$ cat src/rtl/leb_pkg.sv
// ----------------------------------------------------------------------------
// leb_pkg: shared types and constants for the line editor buffer
// Sequencer states, decoded key actions, register indexes, fixed codes.
// ----------------------------------------------------------------------------
package leb_pkg;

  localparam int CHAR_W = 8;   // character code width
  localparam int POS_W  = 7;   // cursor / length field width on the result

  localparam logic [CHAR_W-1:0] NEWLINE_CODE = 8'd10;
  localparam logic [CHAR_W-1:0] SPACE_CODE   = 8'd32;
  localparam logic [CHAR_W-1:0] NUL_CODE     = 8'd0;

  localparam logic [CHAR_W-1:0] BACKSPACE_RST = 8'd8;
  localparam logic [CHAR_W-1:0] DELETE_RST    = 8'd19;
  localparam logic [CHAR_W-1:0] LEFT_RST      = 8'd18;
  localparam logic [CHAR_W-1:0] RIGHT_RST     = 8'd17;

  // configuration register indexes
  typedef enum logic [1:0] {
    REG_BACKSPACE = 2'd0,
    REG_DELETE    = 2'd1,
    REG_LEFT      = 2'd2,
    REG_RIGHT     = 2'd3
  } reg_idx_t;

  // what one key code asks for, after priority decode
  typedef enum logic [2:0] {
    ACT_BS,
    ACT_DEL,
    ACT_LEFT,
    ACT_RIGHT,
    ACT_NL,
    ACT_CHAR,
    ACT_NONE
  } act_t;

  typedef enum logic [2:0] {
    ST_IDLE,
    ST_DECODE,
    ST_MOVE,
    ST_INS_WR,
    ST_LINE_RD,
    ST_LINE_OUT,
    ST_STATUS_RD,
    ST_STATUS_OUT
  } state_t;

endpackage

$ cat src/rtl/leb_store.sv
// ----------------------------------------------------------------------------
// leb_store: line character memory
// One write port, one read port with registered read data held between reads.
// ----------------------------------------------------------------------------
module leb_store #(
  parameter int DEPTH = 64,
  parameter int WIDTH = 8
) (
  input  logic                     clk,
  input  logic                     we,
  input  logic [$clog2(DEPTH)-1:0] waddr,
  input  logic [WIDTH-1:0]         wdata,
  input  logic                     re,
  input  logic [$clog2(DEPTH)-1:0] raddr,
  output logic [WIDTH-1:0]         rdata
);

  logic [WIDTH-1:0] mem [DEPTH];

  always_ff @(posedge clk) begin
    if (we) begin
      mem[waddr] <= wdata;
    end
    if (re) begin
      rdata <= mem[raddr];
    end
  end

endmodule

$ cat src/rtl/line_editor_buffer.sv
// ----------------------------------------------------------------------------
// line_editor_buffer: terminal style line editor
// Holds one text line with a cursor; edits it key by key and emits the line
// on newline.
//
// Usage:
//  - s_* takes one key code per item (s_tdata = key_char). s_tready is high
//    only while the sequencer is idle; one item is worked on at a time.
//  - m_* gives results. A status item (m_tuser = 0) follows every key except
//    newline. A newline yields one item per line character (m_tuser = 1),
//    newline included, with m_tlast on the final one.
//  - cfg_we/cfg_index/cfg_data write the backspace, delete, left and right
//    codes; write only while the block is idle.
// Timing: backspace, delete, character insert and newline shift the tail of
//  the line through the store, one character per cycle. For the edit keys a
//  status item follows the shift; a newline is followed by its line output.
//  Line items go out one per cycle while the receiver keeps m_tready high.
// Stalls: the output register holds its item until taken; the block can
//  accept the next key meanwhile but stops before its own result.
// Reset: cursor and length go to zero, codes to 8/19/18/17. The store itself
//  is not cleared; entries beyond the length are never used.
// ----------------------------------------------------------------------------
module line_editor_buffer
  import leb_pkg::*;
#(
  parameter int LINE_CAPACITY = 64
) (
  input  logic        clk,
  input  logic        rst,
  // key input: [7:0] key_char
  input  logic        s_tvalid,
  output logic        s_tready,
  input  logic [7:0]  s_tdata,
  // results: [7:0] char_value, [14:8] cursor_pos, [21:15] line_length,
  //          [22] overflow, [23] zero
  output logic        m_tvalid,
  input  logic        m_tready,
  output logic [23:0] m_tdata,
  // [0] kind
  output logic        m_tuser,
  // last
  output logic        m_tlast,
  // configuration writes
  input  logic        cfg_we,
  input  logic [1:0]  cfg_index,
  input  logic [7:0]  cfg_data
);

  localparam int ADDR_W = $clog2(LINE_CAPACITY);
  localparam int CNT_W  = $clog2(LINE_CAPACITY + 1);
  localparam logic [CNT_W-1:0] CAP_M1 = CNT_W'(LINE_CAPACITY - 1);
  localparam logic [CNT_W-1:0] ONE    = CNT_W'(1);

  // editing codes
  logic [CHAR_W-1:0] bs_code, del_code, left_code, right_code;

  state_t state, state_next;

  logic [CHAR_W-1:0] code, code_next;
  logic [CNT_W-1:0]  cursor, cursor_next;
  logic [CNT_W-1:0]  length, length_next;
  logic              ovf, ovf_next;

  // tail shift sequencer
  logic [CNT_W-1:0]  mv_cnt, mv_cnt_next;
  logic              mv_ins, mv_ins_next;
  logic              wr_pend, wr_pend_next;
  logic [ADDR_W-1:0] wr_addr, wr_addr_next;
  logic              mv_more;

  // line output index
  logic [CNT_W-1:0]  line_idx, line_idx_next;
  logic              line_last;

  // store port
  logic              mem_we, mem_re;
  logic [ADDR_W-1:0] mem_waddr, mem_raddr;
  logic [CHAR_W-1:0] mem_wdata, mem_rdata;

  // output register
  logic              out_valid;
  logic              slot_free, load_out;
  logic              o_kind, o_kind_next;
  logic [CHAR_W-1:0] o_char, o_char_next;
  logic [POS_W-1:0]  o_cur, o_cur_next;
  logic [POS_W-1:0]  o_len, o_len_next;
  logic              o_ovf, o_ovf_next;
  logic              o_last, o_last_next;

  act_t act;

  leb_store #(
    .DEPTH (LINE_CAPACITY),
    .WIDTH (CHAR_W)
  ) u_store (
    .clk   (clk),
    .we    (mem_we),
    .waddr (mem_waddr),
    .wdata (mem_wdata),
    .re    (mem_re),
    .raddr (mem_raddr),
    .rdata (mem_rdata)
  );

  // ports
  assign s_tready = (state == ST_IDLE);
  assign m_tvalid = out_valid;
  assign m_tuser  = o_kind;
  assign m_tlast  = o_last;
  assign m_tdata  = {1'b0, o_ovf, o_len, o_cur, o_char};

  assign slot_free = !out_valid || m_tready;

  // key decode, first matching register wins
  always_comb begin
    priority if (code == bs_code)    act = ACT_BS;
    else if (code == del_code)       act = ACT_DEL;
    else if (code == left_code)      act = ACT_LEFT;
    else if (code == right_code)     act = ACT_RIGHT;
    else if (code == NEWLINE_CODE)   act = ACT_NL;
    else if (code != NUL_CODE)       act = ACT_CHAR;
    else                             act = ACT_NONE;
  end

  // insert walks down from length to cursor; remove walks up to new length
  assign mv_more   = mv_ins ? (mv_cnt > cursor) : (mv_cnt <= length);
  assign line_last = ((line_idx + ONE) == length);

  // next state
  always_comb begin
    state_next = state;
    unique case (state)
      ST_IDLE: begin
        if (s_tvalid) state_next = ST_DECODE;
      end
      ST_DECODE: begin
        unique case (act)
          ACT_BS:    state_next = (cursor != '0) ? ST_MOVE : ST_STATUS_RD;
          ACT_DEL:   state_next = (cursor < length) ? ST_MOVE : ST_STATUS_RD;
          ACT_NL:    state_next = ST_MOVE;
          ACT_CHAR:  state_next = (length < CAP_M1) ? ST_MOVE : ST_STATUS_RD;
          default:   state_next = ST_STATUS_RD;
        endcase
      end
      ST_MOVE: begin
        if (!mv_more) state_next = mv_ins ? ST_INS_WR : ST_STATUS_RD;
      end
      ST_INS_WR: begin
        state_next = (act == ACT_NL) ? ST_LINE_RD : ST_STATUS_RD;
      end
      ST_LINE_RD:    state_next = ST_LINE_OUT;
      ST_LINE_OUT: begin
        if (slot_free && line_last) state_next = ST_IDLE;
      end
      ST_STATUS_RD:  state_next = ST_STATUS_OUT;
      ST_STATUS_OUT: begin
        if (slot_free) state_next = ST_IDLE;
      end
      default:       state_next = ST_IDLE;
    endcase
  end

  // datapath control
  always_comb begin
    code_next     = code;
    cursor_next   = cursor;
    length_next   = length;
    ovf_next      = ovf;
    mv_cnt_next   = mv_cnt;
    mv_ins_next   = mv_ins;
    wr_pend_next  = wr_pend;
    wr_addr_next  = wr_addr;
    line_idx_next = line_idx;
    mem_we        = 1'b0;
    mem_waddr     = '0;
    mem_wdata     = '0;
    mem_re        = 1'b0;
    mem_raddr     = '0;
    load_out      = 1'b0;
    o_kind_next   = 1'b0;
    o_char_next   = '0;
    o_cur_next    = '0;
    o_len_next    = '0;
    o_ovf_next    = 1'b0;
    o_last_next   = 1'b1;
    unique case (state)
      ST_IDLE: begin
        if (s_tvalid) begin
          code_next = s_tdata;
          ovf_next  = 1'b0;
        end
      end
      ST_DECODE: begin
        wr_pend_next = 1'b0;
        unique case (act)
          ACT_BS: begin
            if (cursor != '0) begin
              // remove at cursor-1: pull cursor..len-1 down by one
              cursor_next = cursor - ONE;
              length_next = length - ONE;
              mv_cnt_next = cursor;
              mv_ins_next = 1'b0;
            end
          end
          ACT_DEL: begin
            if (cursor < length) begin
              length_next = length - ONE;
              mv_cnt_next = cursor + ONE;
              mv_ins_next = 1'b0;
            end
          end
          ACT_LEFT: begin
            if (cursor != '0) cursor_next = cursor - ONE;
          end
          ACT_RIGHT: begin
            if (cursor < length) cursor_next = cursor + ONE;
          end
          ACT_NL: begin
            mv_cnt_next = length;
            mv_ins_next = 1'b1;
          end
          ACT_CHAR: begin
            if (length < CAP_M1) begin
              mv_cnt_next = length;
              mv_ins_next = 1'b1;
            end else begin
              ovf_next = 1'b1;  // dropped, last slot kept for newline
            end
          end
          default: begin
          end
        endcase
      end
      ST_MOVE: begin
        // write back the character read last cycle, issue the next read
        if (wr_pend) begin
          mem_we    = 1'b1;
          mem_waddr = wr_addr;
          mem_wdata = mem_rdata;
        end
        if (mv_more) begin
          mem_re       = 1'b1;
          wr_pend_next = 1'b1;
          if (mv_ins) begin
            mem_raddr    = ADDR_W'(mv_cnt - ONE);
            wr_addr_next = ADDR_W'(mv_cnt);
            mv_cnt_next  = mv_cnt - ONE;
          end else begin
            mem_raddr    = ADDR_W'(mv_cnt);
            wr_addr_next = ADDR_W'(mv_cnt - ONE);
            mv_cnt_next  = mv_cnt + ONE;
          end
        end else begin
          wr_pend_next = 1'b0;
        end
      end
      ST_INS_WR: begin
        mem_we        = 1'b1;
        mem_waddr     = ADDR_W'(cursor);
        mem_wdata     = code;
        cursor_next   = cursor + ONE;
        length_next   = length + ONE;
        line_idx_next = '0;
      end
      ST_LINE_RD: begin
        mem_re    = 1'b1;
        mem_raddr = ADDR_W'(line_idx);
      end
      ST_LINE_OUT: begin
        if (slot_free) begin
          load_out    = 1'b1;
          o_kind_next = 1'b1;
          o_char_next = mem_rdata;
          o_last_next = line_last;
          if (line_last) begin
            cursor_next = '0;
            length_next = '0;
          end else begin
            line_idx_next = line_idx + ONE;
            mem_re        = 1'b1;
            mem_raddr     = ADDR_W'(line_idx + ONE);
          end
        end
      end
      ST_STATUS_RD: begin
        mem_re    = 1'b1;
        mem_raddr = ADDR_W'(cursor);
      end
      ST_STATUS_OUT: begin
        if (slot_free) begin
          load_out    = 1'b1;
          o_char_next = (cursor < length) ? mem_rdata : SPACE_CODE;
          o_cur_next  = POS_W'(cursor);
          o_len_next  = POS_W'(length);
          o_ovf_next  = ovf;
        end
      end
      default: begin
      end
    endcase
  end

  // control registers
  always_ff @(posedge clk) begin
    if (rst) begin
      state     <= ST_IDLE;
      cursor    <= '0;
      length    <= '0;
      wr_pend   <= 1'b0;
      out_valid <= 1'b0;
    end else begin
      state     <= state_next;
      cursor    <= cursor_next;
      length    <= length_next;
      wr_pend   <= wr_pend_next;
      if (load_out) begin
        out_valid <= 1'b1;
      end else if (m_tready) begin
        out_valid <= 1'b0;
      end
    end
  end

  // configuration registers
  always_ff @(posedge clk) begin
    if (rst) begin
      bs_code    <= BACKSPACE_RST;
      del_code   <= DELETE_RST;
      left_code  <= LEFT_RST;
      right_code <= RIGHT_RST;
    end else if (cfg_we) begin
      unique case (reg_idx_t'(cfg_index))
        REG_BACKSPACE: bs_code    <= cfg_data;
        REG_DELETE:    del_code   <= cfg_data;
        REG_LEFT:      left_code  <= cfg_data;
        REG_RIGHT:     right_code <= cfg_data;
        default:       bs_code    <= bs_code;
      endcase
    end
  end

  // payload registers
  always_ff @(posedge clk) begin
    code     <= code_next;
    ovf      <= ovf_next;
    mv_cnt   <= mv_cnt_next;
    mv_ins   <= mv_ins_next;
    wr_addr  <= wr_addr_next;
    line_idx <= line_idx_next;
    if (load_out) begin
      o_kind <= o_kind_next;
      o_char <= o_char_next;
      o_cur  <= o_cur_next;
      o_len  <= o_len_next;
      o_ovf  <= o_ovf_next;
      o_last <= o_last_next;
    end
  end

endmodule

$ cat config.mk
export PLATFORM = sky130hd
export DESIGN_NAME = line_editor_buffer
export DESIGN_NICKNAME = d
export VERILOG_FILES = /design/src/rtl/leb_pkg.sv /design/src/rtl/leb_store.sv /design/src/rtl/line_editor_buffer.sv
export SDC_FILE = /design/constraint.sdc
export NUM_CORES = 1
export LEC_CHECK = 0
export ABC_AREA = 0
export BUFFER_PORTS_ARGS = -buffer_cell sky130_fd_sc_hd__buf_2
export CORE_MARGIN = 1
export CORE_UTILIZATION = 46
export DETAILED_ROUTE_END_ITERATION = 12
export PLACE_DENSITY_LB_ADDON = 0.3
export SLEW_MARGIN = 20
export SYNTH_ARGS = -nofsm -noshare
export SYNTH_HDL_FRONTEND = slang
export SYNTH_SLANG_ARGS = --single-unit
$ cat constraint.sdc
create_clock -name clk -period 9.3 [get_ports clk]
set_input_delay 1.86 -clock clk [delete_from_list [all_inputs] [get_ports clk]]
set_output_delay 1.86 -clock clk [all_outputs]
set_load 0.05 [all_outputs]
==> metrics list <==
* Result of the run: finished, final reports clean
- Pin slew with the least headroom to its limit: 1.10 ns
- Including well taps, the total number of placed cells is 2785.
- Crit path from: cursor[5]
- In this run, post-CTS hold repair placed 0 buffers.
- Global placer's final weighted congestion: 0.841
* Capture point of the worst path: u_store.rdata[0]
* Floorplan die width: 244 um
- After detailed routing, the number of remaining DRC violations is 0.
* Router iterations before antenna repair: 6
- Per-cell via count in the routed design: 5.92
* Cell variety after synth: 69
- CTS Sinks: 626
* Via count of the first global-routing pass: 16659
- The clock arrives with 0.0445 ns of skew.
* Final setup violation count: 0
* Tmin final: 5.45 ns
- Post-Synthesis Cells: 2070
* Cell at the root of the clock tree: clkbuf_16
* Cell Count, Final, Fillers Out: 2900
- Detailed placement HPWL: 41800 um
- The Yosys step of the flow raised 0 warnings.
- Worst rel slew slack: 26.1%
- Std-Cell Rows: 88
- The clock passes through at most 3 buffers.
* Unrepaired setup endpoints after global routing: false
- For this block, the via count after detailed routing is 17167.
- For this run, the post-layout net count is 2146.
- Final core utilization: 51.9%
* Initial Utilization: 46.7%
- The number of gates resized after CTS was 0.
- Core region area: 57800 um^2
- Overall routed net length: 67800 um
- In the synthesized netlist the async set-or-reset flop fraction comes to 0%.
- Die Footprint: 59600 um^2
- Fin Setup TNS: 0 ns
- Global routing used 23.0% of the available tracks.
- Entering global routing, the biggest net connects 175 pins.
* Total count of max-transition violations in the final report: 0
* Signal arrival time at the worst endpoint: 5.88 ns
- Filler cells: 4856
- Endpoint class of the critical path: flip-flop
- Ranked by total cell area, the synthesized netlist is headed by edfxtp_1 (64%), nand2_1 (5.0%), dfxtp_1 (3.8%).
- The design draws 0.00827 W.
- On the final layout, the worst hold slack is 0.468 ns.
* Number of buffers inserted by port buffering: 49
- Power spread over the standard cell area amounts to 276 nW/um^2.
* Highest clock rate: 184 MHz
- Setup slack of the worst register-to-register path: 3.85 ns
- FF-to-FF Start: cursor[5]
- In the final layout, the share of cells above drive strength 1 is 10.8%.
- Most common cell in the synthesized netlist: edfxtp_1
- VDD sags by at most 0.000227 V.
* Number of nets produced by synthesis: 2127
* ANT cells: 0
* Largest fanout of any net on the critical path: 60
- FF+latch count, synth: 626
* Fin. Hold Viols: 0
- Leakage power: 10.7 nW
- The number of setup buffers added after CTS is 0.
- Height of the die: 244 um
* Antenna violations before repair: 0
- Synthesized area: 27000 um^2
- Number of flops mapped to enable cells by yosys: 575
- Dividing the detail-routed wire length by the instance count gives 23.4 um.
* Area added between synthesis and finish: 11.2%
- The share of synthesized area in the top cell type comes to 64.0%.
* Post-Synthesis Mean Instance Area: 13.0 um^2
- The tool flagged a number of max-cap violations equal to 0.
- Required time at the endpoint of the critical path: 9.73 ns
* Cell depth of the worst min-delay path: 2
- Boundary pin count: 51
- Critical path startpoint category: flip-flop
* Top cells by instance count after synthesis: edfxtp_1 (575), nand2_1 (359), nor2_1 (124)
* Class of the worst hold path: flip-flop to flip-flop
* Worst r2r path cells: 14
- Crit Path Category: flip-flop to flip-flop
- TritonCTS built the clock tree.
- Global-route wire length before repair: 104000 um
- Reg-to-reg endpoint: u_store.rdata[0]
- CTS H-tree depth: 3
* Dominant cell type by area after synthesis: edfxtp_1
- The detail route stage leaves a number of antenna-violating nets equal to 0.
- Clock slew at the register clock pins of the worst setup and hold paths: 0.06 ns
* Part of the cycle the worst path needs: 58.6%
* Insertion delay to the later sink of the worst-skew pair: 0.62 ns
- In the synthesized netlist the dominant register cell turns out to be edfxtp_1.
- Counting the buffers created by CTS gives 67.
* Sequential-to-total area share from yosys stat: 67.8%
- Grt ovf: 0
- For this block, the initial DRC count from the detailed router was 1911.
## critical path, stage by stage, from the launching register on
cell and delay (ns):
dfxtp_1 0.62, clkinv_1 0.35, ha_1 0.39, nand4_1 0.13, a21oi_1 0.18, o22ai_1 0.17
a221oi_4 0.34, buf_4 0.37, a221o_4 0.74, buf_4 0.62, nand2_1 0.12, a32oi_1 0.24
a31oi_1 0.14, or4_1 0.62, nor3_1 0.21
## per-layer routing
layer  part of all wire, %  wire length, um  GRT usage, %  vias to the layer above
met5                     0                0             0                        -
met2                    47            31700          36.2                      717
met4                   2.3             1590          6.64                        0
met1                    43            29300          32.8                     8564
li1                      -                -             -                     7779
met3                   7.6             5150          3.76                      107
## metrics by stage
stage                     area [um^2]  worst slack (ns)
after floorplan                 27000              5.13
after global placement          27900              3.55
after detailed placement        27900              3.48
after CTS                       30000              3.93
after global routing            30000              3.61
final                           30000              3.85
## cell usage in the layout, fill, tap and decap left out, types with 28 or more instances in the layout
| master | synthesis | final |
|---|---|---|
| o22ai_1 | 28 | 28 |
| mux2_2 | 36 | 36 |
| dfxtp_1 | 51 | 51 |
| a31oi_1 | 40 | 40 |
| buf_2 | 40 | 49 |
| nand3_1 | 91 | 91 |
| o21ai_0 | 34 | 34 |
| edfxtp_1 | 575 | 575 |
| a21oi_1 | 62 | 62 |
| a32oi_1 | 32 | 32 |
| nor2_1 | 124 | 122 |
| xor2_1 | 45 | 45 |
| nand2_1 | 359 | 359 |
| ha_1 | 33 | 33 |
| and3_1 | 41 | 41 |
| clkbuf_16 | 0 | 69 |
| mux2i_1 | 99 | 99 |
## area by class of cell
| type | instances | area [um^2] | area share, % |
|---|---|---|---|
| clock inverters | 32 | 304 | 1.01 |
| multi-input cells | 1293 | 8130 | 27.1 |
| clock buffers | 83 | 1780 | 5.93 |
| inverters | 29 | 109 | 0.363 |
| repair buffers | 72 | 430 | 1.43 |
| flip-flops and latches | 626 | 18300 | 61.0 |
| well taps | 765 | 957 | 3.19 |
## cells by family (layout without fill, tap and decap cells)
family          Yosys count  after routing  synth area share, %
compound gates          303            303                 7.90
xor+xnor                 70             70                 2.45
fa+ha+maj                34             34                 1.60
buf+inv                 151            216                 2.37
flops                   626            626                 67.8
mux                     135            135                 5.18
other cells               1              1               0.0139
simple gates            750            750                 12.7
## how the worst min path moves through the flow
stage,startpoint,slack [ns],end
after global routing,left_code[6],0.48,left_code[6]
after global placement,left_code[5],0.45,left_code[5]
final,left_code[5],0.47,left_code[5]
after detailed placement,left_code[5],0.46,left_code[5]
after floorplan,del_code[2],0.45,del_code[2]
after CTS,left_code[5],0.47,left_code[5]
## sequential cells by signal (all words and copies together), names as in the netlist, 8 cells and up
register	count
u_store.mem	512
bs_code	8
code	8
del_code	8
left_code	8
o_char	8
right_code	8
u_store.rdata	8
## power by group
group / total (W) / internal [W] / switching, W / leakage [nW]
Combinational: 0.00223 / 0.000778 / 0.00145 / 3.63
Sequential: 0.00348 / 0.00328 / 0.000197 / 6.02
Clock: 0.00256 / 0.00148 / 0.00108 / 1.01
Note: power is estimated with default switching activity, not from simulation.
